`config.mk`:
```
export PLATFORM = sky130hd
export DESIGN_NAME = tag_length_packet_deframer_core
export DESIGN_NICKNAME = d
export VERILOG_FILES = /design/src/tlpd_pkg.sv /design/src/tlpd_front.sv /design/src/tlpd_queue.sv /design/src/tlpd_back.sv /design/src/tag_length_packet_deframer_core.sv
export SDC_FILE = /design/constraint.sdc
export NUM_CORES = 1
export LEC_CHECK = 0
export BUFFER_PORTS_ARGS = -buffer_cell sky130_fd_sc_hd__buf_2
export CORE_MARGIN = 8
export CORE_UTILIZATION = 35
export CTS_BUF_LIST = sky130_fd_sc_hd__clkbuf_4
export CTS_CLUSTER_DIAMETER = 120
export DETAILED_ROUTE_END_ITERATION = 10
export PLACE_DENSITY = 0.48
export SLEW_MARGIN = 20
export SYNTH_ARGS = -nofsm -noshare
export SYNTH_HDL_FRONTEND = slang
export SYNTH_SLANG_ARGS = --single-unit
```
`constraint.sdc`:
```
create_clock -name clk -period 13.1 [get_ports clk]
set_clock_uncertainty 0.1 [all_clocks]
set_input_delay 1.31 -clock clk [delete_from_list [all_inputs] [get_ports clk]]
set_output_delay 1.31 -clock clk [all_outputs]
set_load 0.05 [all_outputs]
```
`src/tlpd_pkg.sv`:
```
package tlpd_pkg;

  localparam int unsigned BYTE_W   = 8;
  localparam int unsigned COUNT_W  = 32;
  localparam int unsigned CFG_IDX_W = 1;
  localparam int unsigned Q_DEPTH  = 8;
  localparam int unsigned Q_AW     = 3;
  localparam int unsigned Q_CW     = 4;

  localparam logic [BYTE_W-1:0] PRIMARY_TAG_RST   = 8'd247;
  localparam logic [BYTE_W-1:0] SECONDARY_TAG_RST = 8'd248;

  localparam int unsigned MIN_LENGTH   = 4;
  localparam int unsigned HDR_LAST_POS = 3;

  typedef enum logic [CFG_IDX_W-1:0] {
    REG_PRIMARY_TAG   = 1'd0,
    REG_SECONDARY_TAG = 1'd1
  } reg_idx_t;

  typedef enum logic [1:0] {
    OP_HDR  = 2'd0,
    OP_DATA = 2'd1,
    OP_ERR  = 2'd2
  } op_t;

  typedef enum logic [1:0] {
    ST_OK      = 2'd0,
    ST_BAD_TAG = 2'd1,
    ST_SHORT   = 2'd2
  } status_t;

  // one queue entry: a header burst of four beats, one payload beat or an error beat
  typedef struct packed {
    op_t                        op;
    logic [3:0][BYTE_W-1:0]     data;
    logic                       kind;
    logic                       last;
    status_t                    status;
    logic [COUNT_W-1:0]         count;
  } entry_t;

endpackage

```
`src/tlpd_front.sv`:
```
module tlpd_front #(
  parameter int LENGTH_BITS = 16
) (
  input  logic                   clk,
  input  logic                   rst_n,
  input  logic                   in_valid,
  input  logic [7:0]             in_rx_byte,
  output logic                   in_ready,
  input  logic [7:0]             primary_tag,
  input  logic [7:0]             secondary_tag,
  input  logic                   q_full,
  output logic                   q_push,
  output tlpd_pkg::entry_t       q_entry
);
  import tlpd_pkg::*;

  localparam logic [LENGTH_BITS-1:0] POS_HDR = LENGTH_BITS'(HDR_LAST_POS);
  localparam logic [LENGTH_BITS-1:0] LEN_MIN = LENGTH_BITS'(MIN_LENGTH);
  localparam logic [LENGTH_BITS-1:0] POS_ONE = LENGTH_BITS'(1);

  logic [LENGTH_BITS-1:0] pos_r, pos_nxt;
  logic [LENGTH_BITS-1:0] len_r, len_nxt;
  logic [BYTE_W-1:0]      held_r [3];
  logic                   held_we;
  logic                   kind_r, kind_nxt;
  logic                   dead_r, dead_nxt;
  logic [COUNT_W-1:0]     cnt_r, cnt_nxt;

  logic                   acc;
  logic [15:0]            len_raw;
  logic [LENGTH_BITS-1:0] len_v;
  logic [LENGTH_BITS-1:0] pos_inc;
  logic                   hit_p, hit_s;
  logic                   last;

  assign in_ready = dead_r || !q_full;
  assign acc      = in_valid && in_ready;
  assign len_raw  = {in_rx_byte, held_r[2]};
  assign len_v    = len_raw[LENGTH_BITS-1:0];
  assign pos_inc  = pos_r + POS_ONE;
  assign hit_p    = (held_r[0] == primary_tag);
  assign hit_s    = (held_r[0] == secondary_tag);

  always_comb begin
    pos_nxt  = pos_r;
    len_nxt  = len_r;
    kind_nxt = kind_r;
    dead_nxt = dead_r;
    cnt_nxt  = cnt_r;
    held_we  = 1'b0;
    q_push   = 1'b0;
    q_entry  = '0;
    last     = 1'b0;
    if (acc && !dead_r) begin
      priority if (pos_r < POS_HDR) begin
        held_we = 1'b1;
        pos_nxt = pos_inc;
      end else if (pos_r == POS_HDR) begin
        q_push = 1'b1;
        priority if (!hit_p && !hit_s) begin
          dead_nxt       = 1'b1;
          q_entry.op     = OP_ERR;
          q_entry.status = ST_BAD_TAG;
        end else if (len_v < LEN_MIN) begin
          dead_nxt       = 1'b1;
          q_entry.op     = OP_ERR;
          q_entry.status = ST_SHORT;
        end else begin
          kind_nxt = !hit_p;
          len_nxt  = len_v;
          last     = (len_v == LEN_MIN);
          if (last) begin
            pos_nxt = '0;
            if (hit_p) begin
              cnt_nxt = cnt_r + COUNT_W'(1);
            end
          end else begin
            pos_nxt = pos_inc;
          end
          q_entry.op     = OP_HDR;
          q_entry.data   = {in_rx_byte, held_r[2], held_r[1], held_r[0]};
          q_entry.kind   = !hit_p;
          q_entry.last   = last;
          q_entry.status = ST_OK;
        end
        q_entry.count = cnt_nxt;
      end else begin
        q_push = 1'b1;
        last   = (pos_inc >= len_r);
        if (last) begin
          pos_nxt = '0;
          if (!kind_r) begin
            cnt_nxt = cnt_r + COUNT_W'(1);
          end
        end else begin
          pos_nxt = pos_inc;
        end
        q_entry.op      = OP_DATA;
        q_entry.data[0] = in_rx_byte;
        q_entry.kind    = kind_r;
        q_entry.last    = last;
        q_entry.status  = ST_OK;
        q_entry.count   = cnt_nxt;
      end
    end
  end

  always_ff @(posedge clk) begin
    if (!rst_n) begin
      pos_r  <= '0;
      len_r  <= '0;
      kind_r <= 1'b0;
      dead_r <= 1'b0;
      cnt_r  <= '0;
    end else begin
      pos_r  <= pos_nxt;
      len_r  <= len_nxt;
      kind_r <= kind_nxt;
      dead_r <= dead_nxt;
      cnt_r  <= cnt_nxt;
    end
  end

  always_ff @(posedge clk) begin
    if (held_we) begin
      held_r[pos_r[1:0]] <= in_rx_byte;
    end
  end

endmodule

```
`src/tlpd_queue.sv`:
```
module tlpd_queue (
  input  logic              clk,
  input  logic              rst_n,
  input  logic              push,
  input  tlpd_pkg::entry_t  push_entry,
  output logic              full,
  input  logic              pop,
  output logic              head_valid,
  output tlpd_pkg::entry_t  head_entry
);
  import tlpd_pkg::*;

  entry_t            mem_r [Q_DEPTH];
  logic [Q_AW-1:0]   wr_r, wr_nxt;
  logic [Q_AW-1:0]   rd_r, rd_nxt;
  logic [Q_CW-1:0]   cnt_r, cnt_nxt;
  logic              do_push, do_pop;

  assign full       = (cnt_r == Q_CW'(Q_DEPTH));
  assign head_valid = (cnt_r != '0);
  assign head_entry = mem_r[rd_r];
  assign do_push    = push && !full;
  assign do_pop     = pop && head_valid;

  always_comb begin
    wr_nxt  = do_push ? wr_r + Q_AW'(1) : wr_r;
    rd_nxt  = do_pop ? rd_r + Q_AW'(1) : rd_r;
    cnt_nxt = cnt_r + Q_CW'(do_push) - Q_CW'(do_pop);
  end

  always_ff @(posedge clk) begin
    if (!rst_n) begin
      wr_r  <= '0;
      rd_r  <= '0;
      cnt_r <= '0;
    end else begin
      wr_r  <= wr_nxt;
      rd_r  <= rd_nxt;
      cnt_r <= cnt_nxt;
    end
  end

  always_ff @(posedge clk) begin
    if (do_push) begin
      mem_r[wr_r] <= push_entry;
    end
  end

endmodule

```
`src/tlpd_back.sv`:
```
module tlpd_back (
  input  logic              clk,
  input  logic              rst_n,
  input  logic              q_valid,
  input  tlpd_pkg::entry_t  q_entry,
  output logic              q_pop,
  output logic              out_valid,
  input  logic              out_ready,
  output logic [7:0]        out_byte,
  output logic              out_tag_kind,
  output logic              out_first_of_packet,
  output logic              out_last_of_packet,
  output logic [1:0]        out_status,
  output logic [31:0]       out_primary_count
);
  import tlpd_pkg::*;

  entry_t      cur_r;
  logic        vld_r, vld_nxt;
  logic [1:0]  beat_r, beat_nxt;
  logic        last_beat;
  logic        load;

  assign last_beat = (cur_r.op == OP_HDR) ? (beat_r == 2'd3) : 1'b1;
  assign load      = q_valid && (!vld_r || (out_ready && last_beat));
  assign q_pop     = load;

  always_comb begin
    vld_nxt  = vld_r;
    beat_nxt = beat_r;
    if (load) begin
      vld_nxt  = 1'b1;
      beat_nxt = '0;
    end else if (vld_r && out_ready) begin
      if (last_beat) begin
        vld_nxt = 1'b0;
      end else begin
        beat_nxt = beat_r + 2'd1;
      end
    end
  end

  always_ff @(posedge clk) begin
    if (!rst_n) begin
      vld_r  <= 1'b0;
      beat_r <= '0;
    end else begin
      vld_r  <= vld_nxt;
      beat_r <= beat_nxt;
    end
  end

  always_ff @(posedge clk) begin
    if (load) begin
      cur_r <= q_entry;
    end
  end

  assign out_valid           = vld_r;
  assign out_byte            = cur_r.data[beat_r];
  assign out_tag_kind        = cur_r.kind;
  assign out_first_of_packet = (cur_r.op == OP_HDR) && (beat_r == 2'd0);
  assign out_last_of_packet  = last_beat && cur_r.last;
  assign out_status          = cur_r.status;
  assign out_primary_count   = cur_r.count;

endmodule

```
`src/tag_length_packet_deframer_core.sv`:
```
// Path: a beat that yields results is written into an eight-entry queue, then into
// the output register. Throughput: one input byte per cycle while the queue is not
// full; one result beat per cycle, four for a header burst, while out_ready is high.
// Reset: synchronous, active low; clears position, length, error flag, counter and
// queue, and loads the tags with 247 and 248.
module tag_length_packet_deframer_core #(
  parameter int LENGTH_BITS = 16
) (
  input  logic        clk,
  input  logic        rst_n,
  input  logic        in_valid,
  output logic        in_ready,
  input  logic [7:0]  in_rx_byte,
  output logic        out_valid,
  input  logic        out_ready,
  output logic [7:0]  out_byte,
  output logic        out_tag_kind,
  output logic        out_first_of_packet,
  output logic        out_last_of_packet,
  output logic [1:0]  out_status,
  output logic [31:0] out_primary_count,
  input  logic        cfg_we,
  input  logic [0:0]  cfg_index,
  input  logic [7:0]  cfg_wdata
);
  import tlpd_pkg::*;

  logic [BYTE_W-1:0] ptag_r, stag_r;
  logic              q_full, q_push, q_pop, q_valid;
  entry_t            push_entry, head_entry;

  always_ff @(posedge clk) begin
    if (!rst_n) begin
      ptag_r <= PRIMARY_TAG_RST;
      stag_r <= SECONDARY_TAG_RST;
    end else if (cfg_we) begin
      unique case (reg_idx_t'(cfg_index))
        REG_PRIMARY_TAG:   ptag_r <= cfg_wdata;
        REG_SECONDARY_TAG: stag_r <= cfg_wdata;
        default: ;
      endcase
    end
  end

  tlpd_front #(
    .LENGTH_BITS (LENGTH_BITS)
  ) u_front (
    .clk           (clk),
    .rst_n         (rst_n),
    .in_valid      (in_valid),
    .in_rx_byte    (in_rx_byte),
    .in_ready      (in_ready),
    .primary_tag   (ptag_r),
    .secondary_tag (stag_r),
    .q_full        (q_full),
    .q_push        (q_push),
    .q_entry       (push_entry)
  );

  tlpd_queue u_queue (
    .clk        (clk),
    .rst_n      (rst_n),
    .push       (q_push),
    .push_entry (push_entry),
    .full       (q_full),
    .pop        (q_pop),
    .head_valid (q_valid),
    .head_entry (head_entry)
  );

  tlpd_back u_back (
    .clk                 (clk),
    .rst_n               (rst_n),
    .q_valid             (q_valid),
    .q_entry             (head_entry),
    .q_pop               (q_pop),
    .out_valid           (out_valid),
    .out_ready           (out_ready),
    .out_byte            (out_byte),
    .out_tag_kind        (out_tag_kind),
    .out_first_of_packet (out_first_of_packet),
    .out_last_of_packet  (out_last_of_packet),
    .out_status          (out_status),
    .out_primary_count   (out_primary_count)
  );

endmodule
```
==> results of run 1 <==
## logic make-up (layout without fill, tap and decap cells)
kind of cell / after synthesis / in the layout / synth area share [%]
AO/OA/AOI/OAI: 144 / 144 / 3.10
XOR/XNOR: 64 / 64 / 1.85
adder cells (fa/ha/maj): 32 / 32 / 1.35
buffers and inverters: 160 / 498 / 2.48
flip-flops: 749 / 749 / 71.0
multiplexers: 245 / 245 / 14.5
other: 0 / 3 / 0
AND/OR/NAND/NOR: 347 / 347 / 5.70
## power by group
group	internal (uW)	switching (uW)	total [uW]
clock	1080	941	2020
combinational	484	783	1270
sequential	2790	101	2890
## cell type report
cell class / instances / area share (%)
Sequential cell: 749 / 62.5
Multi-Input combinational cell: 832 / 23.5
Clock buffer: 281 / 6.12
Tap cell: 1155 / 4.19
Timing Repair Buffer: 109 / 2.04
Clock inverter: 66 / 1.16
Inverter: 42 / 0.457
Antenna cell: 3 / 0.0218
## sequential cells by signal, indices dropped and copies added, names as in the netlist
register and count:
u_back.out_status 2, u_front.pos_r 16, u_back.out_primary_count 32, u_queue.wr_r 3, u_front.kind_r 1, u_back.cur_r 35
u_back.beat_r 2, u_back.out_tag_kind 1, u_front.dead_r 1, u_queue.mem_r 560, u_front.held_r 24, ptag_r 8
u_back.out_valid 1, u_queue.cnt_r 4, u_front.cnt_r 32, stag_r 8, u_queue.rd_r 3, u_front.len_r 16
## final timing paths
kind | slack [ns] | cells after the start | to | startpoint
worst max-delay path | 7.37 | 15 | u_queue.mem_r[1][29]$_DFFE_PP_ | u_front.pos_r[2]$_SDFFE_PN0P_
worst min-delay path | 0.38 | 2 | stag_r[1]$_SDFFE_PN0P_ | stag_r[1]$_SDFFE_PN0P_
worst max register to register | 7.37 | 15 | u_queue.mem_r[1][29]$_DFFE_PP_ | u_front.pos_r[2]$_SDFFE_PN0P_
worst min register to register | 0.38 | 2 | stag_r[1]$_SDFFE_PN0P_ | stag_r[1]$_SDFFE_PN0P_
## per-layer routing
layer	routed length, um	track usage, %	part of all wire, %
met1	32900	20.5	45
met2	35100	25.0	48
met3	3690	3.60	5.1
met4	1300	4.87	1.8
met5	13	0	0.018
## tightest hold or removal path: stages (launching register included)
cell and delay [ns]:
dfxtp_1 0.32, nand2_1 0.06, a21oi_1 0.05
## stage by stage
step	power [uW]	cell area, um2	std cells
after floorplan	3940	30300	1741
after global placement	4230	31900	2885
after detailed placement	4250	32000	2887
after CTS	6320	34500	3234
after global routing	6500	34500	3237
final	6180	34500	3237
## cell usage after synthesis (all sizes together), types with 2 or more instances
cell type / number
nor4b: 3
nand4: 12
o22ai: 6
buf: 54
or4: 4
nand2b: 15
nor2b: 3
nor2: 92
or3: 6
ha: 31
a22o: 20
and4: 5
edfxtp: 654
o211a: 2
a21oi: 28
o31ai: 4
and3: 22
a31oi: 8
inv: 42
o211ai: 14
nand3: 34
mux4: 148
o21a: 5
o221a: 2
nor4: 16
and2: 29
xnor2: 15
nor3b: 4
a22oi: 3
o21ai: 41
dfxtp: 95
a21o: 3
xor2: 49
o2111ai: 2
o22a: 2
nor3: 9
mux2: 70
nand2: 89
mux2i: 27
clkbuf: 64
## placed cells by master (no fill, tap or decap), types with 4 or more instances in the layout
cell type,Yosys,layout
clkinv_1,0,45
bufinv_16,0,5
dfxtp_1,95,92
o31ai_1,4,4
o21ai_0,39,39
xnor2_1,15,15
nand4_1,12,12
or3_1,6,6
nand2b_1,15,15
a31oi_1,8,8
nor2_1,91,89
mux2_2,70,70
nor3_1,9,6
mux4_2,148,148
and4_1,5,5
edfxtp_1,654,654
a21oi_1,28,28
clkbuf_4,0,281
and2_1,29,29
buf_2,6,68
clkinv_2,0,11
nor4_1,15,14
mux2i_1,27,27
xor2_1,49,49
nand2_1,89,89
nand3_1,34,34
or4_1,4,4
inv_1,40,40
ha_1,31,31
o211ai_1,14,14
inv_2,2,5
and3_1,22,22
o22ai_1,6,6
o21a_1,5,5
buf_4,36,37
a22o_1,20,20
==> results.py, run 1 <==
metrics = {
    "outcome": {
        "status": "complete, no violations",
    },
    "timing": {
        "setup_tns_ns": 0,
        "hold_viol": 0,
        "period_needed_ns": 5.73,
        "setup_violations": 0,
        "worst_hold_slack_ns": 0.376,
        "tightest_slew_ns": 1.10,
        "fmax_mhz": 174,
        "rsz0062_at_grt": "no",
        "finalMaxSlewViolations": 0,
        "relSlewSlack_pct": 26.4,
        "fin_crit_sh_pct": 43.8,
        "fin_ws_ns": 7.37,
    },
    "flow_run": {
        "drv_cap": 0,
    },
    "global_routing": {
        "grt_pass1_vias": 17500,
        "grt_antenna_before_repair": 4,
        "grt_pass1_wl_um": 110000,
        "grt_overflow": 0,
        "track_usage_pct": 15.4,
        "grt_max_degree": 110,
    },
    "clock_network": {
        "clkTransAtPathRegs_ns": 0.07,
        "clockBufferDepth": 3,
        "insertion_delay_ns": 1.02,
        "numCtsBuffers": 191,
        "cts_tree": "yes",
        "cts_setup_buffers": 0,
        "h-tree-depth": 4,
        "cts_root_buffer": "clkbuf_4",
        "post_cts_resized": 0,
        "postCtsHoldBufs": 0,
        "cts_sinks": 749,
    },
    "layout": {
        "fill_cells": 7962,
        "area_delta_synth_final_pct": 13.8,
        "drive_above_1_share_pct": 31.4,
        "multi_input_area_mm2": 0.00811,
        "post-route-util_pct": 39.9,
        "final_nets": 1979,
        "seqCellArea_mm2": 0.0216,
    },
    "route": {
        "wire_per_inst_um": 22.6,
        "wl_um": 73100,
        "dr.pass1.iters": 6,
        "vias": 16200,
        "vias_per_cell": 5.01,
        "drt_iter0_drc": 1287,
        "drtAntennaViolNets": 0,
        "drc": 0,
    },
    "placement": {
        "dpl.hpwl_um": 41800,
        "dpl_worst_slack_ns": 7.44,
        "numPortBuffers": 68,
        "gp_congestion": 0.766,
    },
    "synth": {
        "synth_area_per_cell_um2": 17.4,
        "netlist_area_mm2": 0.0303,
        "synth_seq_cells": 749,
        "async_flop_share_pct": 0,
        "synth.net_count": 1795,
        "ys_warn_count": 0,
        "ys_seq_area_share_pct": 71.0,
        "synthTopCellsByArea": "edfxtp_1, mux4_2, dfxtp_1",
        "netlist.area_leader.share_pct": 64.8,
        "synth_edf_count": 654,
        "synth_cell_types": 57,
        "synth_top_area_cell": "edfxtp_1",
        "synthFlopType": "edfxtp_1",
        "syn_inst": 1741,
    },
    "power": {
        "leakage_uw": 0.0115,
        "p_per_area_mw_per_mm2": 179,
        "ir_drop_mv": 0.110,
    },
    "floorplan": {
        "die_area_mm2": 0.0963,
        "fp.dieH_um": 310,
        "boundaryPins": 69,
        "core_area_mm2": 0.0863,
        "start_util_pct": 35.1,
        "die_w_um": 310,
        "rows": 108,
    },
    "critical_path": {
        "path_class": "flip-flop to flip-flop",
        "critPathBufInv": 1,
        "cp-end-kind": "flip-flop",
        "required_ns": 13.68,
        "worst_ep_arrival_time_ns": 6.31,
        "cp-start-kind": "flip-flop",
        "cpLargestDelayFamily": "compound AO/OA/AOI/OAI gates",
        "path_max_fanout": 32,
        "path_cells": "nand3_1, nor2_1, nand4_1, nor3_1, and3_1, xnor2_1, ha_1, nand4_1, nor4_1, o21ai_0, a311oi_4, buf_4, o21a_1, a21oi_1, o21ai_0",
        "cp_slowest_cell": "o21a_1",
        "max_stage_delay_ns": 0.68,
    },
    "hold_path": {
        "worstHoldPathType": "flip-flop to flip-flop",
    },
}
Power figures use the tool's default switching activity.
==> run 2: changes to the inputs <==
--- a/config.mk
+++ b/config.mk
@@ -5,6 +5,7 @@
 export SDC_FILE = /design/constraint.sdc
 export NUM_CORES = 1
 export LEC_CHECK = 0
+export ABC_AREA = 1
 export BUFFER_PORTS_ARGS = -buffer_cell sky130_fd_sc_hd__buf_2
 export CORE_MARGIN = 8
 export CORE_UTILIZATION = 35
==> constraint.sdc (replaced) <==
create_clock -name clk -period 5.91 [get_ports clk]
set_clock_uncertainty 0.1 [all_clocks]
set_input_delay 0.591 -clock clk [delete_from_list [all_inputs] [get_ports clk]]
set_output_delay 0.591 -clock clk [all_outputs]
set_load 0.05 [all_outputs]
==> run 2 against run 1 <==
  * Hold slack worse by 0.12 ns
  * Critical path type is now flip-flop to output pin
  * Cell count up 39%
  * Core utilization down 0.27 points
  * Largest cell class unchanged
  * First-iteration DRC count up 31%
  * Synthesized cell count grew 73%
  * Setup slack got worse by 5.8 ns
  * Critical path depth down 11
  * Sequential cell count did not move
  * Routed wire length increased by 22%
  * Clock power grew 120%
  * Die area grew 6.3%
  * Global-route usage rose by 1.9 points
==> results.py, run 2 <==
metrics = {
    "global_routing": {
        "grt_antenna_before_repair": 6,
        "grt_pass1_wl_um": 136000,
        "grt_max_degree": 181,
        "grt_pass1_vias": 22500,
        "track_usage_pct": 17.2,
        "grt_overflow": 0,
    },
    "critical_path": {
        "path_cells": "inv_1, o21ai_0, o22ai_1, buf_2",
        "cp-end-kind": "output pin",
        "worst_ep_arrival_time_ns": 3.63,
        "cpLargestDelayFamily": "flip-flops",
        "critPathBufInv": 2,
        "required_ns": 5.22,
        "max_stage_delay_ns": 1.01,
        "path_max_fanout": 19,
        "path_class": "flip-flop to output pin",
        "cp_slowest_cell": "dfxtp_1",
        "cp-start-kind": "flip-flop",
    },
    "route": {
        "drc": 0,
        "drtAntennaViolNets": 0,
        "dr.pass1.iters": 5,
        "wire_per_inst_um": 19.9,
        "vias": 22700,
        "wl_um": 89300,
        "drt_iter0_drc": 1687,
        "vias_per_cell": 5.05,
    },
    "synth": {
        "syn_inst": 3011,
        "ys_warn_count": 0,
        "synthTopCellsByArea": "edfxtp_1, nor2_1, dfxtp_1",
        "synthFlopType": "edfxtp_1",
        "synth_area_per_cell_um2": 10.7,
        "async_flop_share_pct": 0,
        "synth_edf_count": 654,
        "netlist_top_cells_count": "edfxtp_1, nor2_1, nand2_1",
        "synth_top_area_cell": "edfxtp_1",
        "synth_cell_types": 46,
        "synth_most_common_cell": "edfxtp_1",
        "netlist.area_leader.share_pct": 60.7,
        "synth_seq_cells": 749,
        "synth.net_count": 3065,
        "netlist_area_mm2": 0.0323,
        "ys_seq_area_share_pct": 66.6,
    },
    "timing": {
        "finalMaxSlewViolations": 0,
        "tightest_slew_ns": 1.06,
        "fin_crit_sh_pct": 73.2,
        "relSlewSlack_pct": 28.9,
        "rsz0062_at_grt": "no",
        "fin_ws_ns": 1.59,
        "fmax_mhz": 231,
        "setup_tns_ns": 0,
        "hold_viol": 0,
        "worst_hold_slack_ns": 0.259,
        "period_needed_ns": 4.32,
        "setup_violations": 0,
    },
    "placement": {
        "dpl.hpwl_um": 50400,
        "gp_congestion": 0.869,
        "numPortBuffers": 68,
        "dpl_worst_slack_ns": 1.67,
    },
    "clock_network": {
        "numCtsBuffers": 193,
        "cts_root_buffer": "clkbuf_4",
        "cts_tree": "yes",
        "h-tree-depth": 4,
        "clkTransAtPathRegs_ns": 0.06,
        "clockBufferDepth": 3,
        "insertion_delay_ns": 1.03,
        "cts_sinks": 749,
        "cts_setup_buffers": 0,
        "post_cts_resized": 0,
    },
    "layout": {
        "largest-register": "u_queue.mem_r",
        "multi_input_area_mm2": 0.00909,
        "top_regs": "u_queue.mem_r (560), u_back.cur_r (35)",
        "final_nets": 3193,
        "drive_above_1_share_pct": 14.7,
        "area_delta_synth_final_pct": 12.5,
        "seqCellArea_mm2": 0.0215,
        "largest_register_ffs": 560,
        "post-route-util_pct": 39.7,
        "fill_cells": 8965,
        "mostFrequentLayoutCells": "edfxtp_1, nor2_1, nand2_1",
        "final_common_cell": "edfxtp_1",
    },
    "power": {
        "fin_total_pwr_uw": 14600,
        "leakage_uw": 0.0128,
        "p_per_area_mw_per_mm2": 400,
        "ir_drop_mv": 0.324,
    },
    "hold_path": {
        "worstHoldPathType": "input port to flip-flop",
    },
    "floorplan": {
        "die_w_um": 320,
        "start_util_pct": 35.3,
        "boundaryPins": 69,
        "die_area_mm2": 0.102,
        "core_area_mm2": 0.0917,
        "rows": 111,
        "fp.dieH_um": 320,
    },
    "outcome": {
        "status": "complete, no violations",
    },
    "flow_run": {
        "drv_cap": 0,
    },
}
-- run 2: cell count changes after synthesis, sizes merged, moves of 80 or more --
cell	delta
inv	+156
mux4	-148
o21ai	+298
nor2	+557
nand2	+285
o22ai	+80
nand3	+93
-- run 2: report_power, final --
part	total, uW	switching (uW)	internal (uW)
clock	4450	2110	2340
sequential	6400	222	6170
combinational	3710	2750	957
-- run 2: path summary, 6_finish.rpt --
path | startpoint | endpoint | slack, ns | depth (start not counted)
min | cfg_wdata[7] | ptag_r[7]$_SDFFE_PN1P_ | 0.26 | 4
max | u_back.beat_r[0]$_SDFFE_PP0P_ | out_byte[1] | 1.59 | 4
max reg2reg | u_front.pos_r[0]$_SDFFE_PN0P_ | u_queue.mem_r[3][30]$_DFFE_PP_ | 1.61 | 19
min reg2reg | u_front.len_r[1]$_SDFFE_PN0P_ | u_front.len_r[1]$_SDFFE_PN0P_ | 0.38 | 2
-- run 2: tightest hold or removal path: stages --
cell,delay [ns]
dlygate4sd3_1,0.52
buf_2,0.11
nand2_1,0.05
o211ai_1,0.06
-- run 2: metrics by stage --
| step | instances | area, um2 |
|---|---|---|
| floorplan | 3011 | 32300 |
| global placement | 4101 | 33600 |
| detailed placement | 4101 | 33600 |
| CTS | 4483 | 36300 |
| global route | 4486 | 36400 |
| finish | 4486 | 36400 |
-- run 2: layout make-up --
| cell class | instances | area share (%) |
|---|---|---|
| tap | 1186 | 4.08 |
| antenna | 3 | 0.0206 |
| timing repair buffer | 129 | 2.60 |
| inverter | 205 | 2.18 |
| multi-input combinational | 1861 | 25.0 |
| clock buffer | 285 | 5.88 |
| sequential | 749 | 59.3 |
| clock inverter | 68 | 0.977 |
-- run 2: timing repair --
action                                 in CTS  in global routing
setup endpoints to repair                   0                  0
endpoints found under the hold margin      86                  0
hold buffers                               29                  0
-- run 2: logic make-up after synthesis --
logic type                 share of synthesized area [%]
adders and majority gates                           1.26
xor gates and xnor gates                            1.05
and+or+nand+nor                                     15.4
buffers and inverters                               5.48
AOI/OAI and AO/OA                                   10.2
DFF                                                 66.6
-- run 2: per-layer routing --
| layer | GRT usage (%) | up-vias | wire [um] |
|---|---|---|---|
| met1 | 23.6 | 11100 | 41600 |
| met5 | 0 | - | 0 |
| met3 | 3.80 | 114 | 5080 |
| met2 | 27.4 | 629 | 41100 |
| met4 | 5.21 | 0 | 1470 |
| li1 | - | 10900 | - |
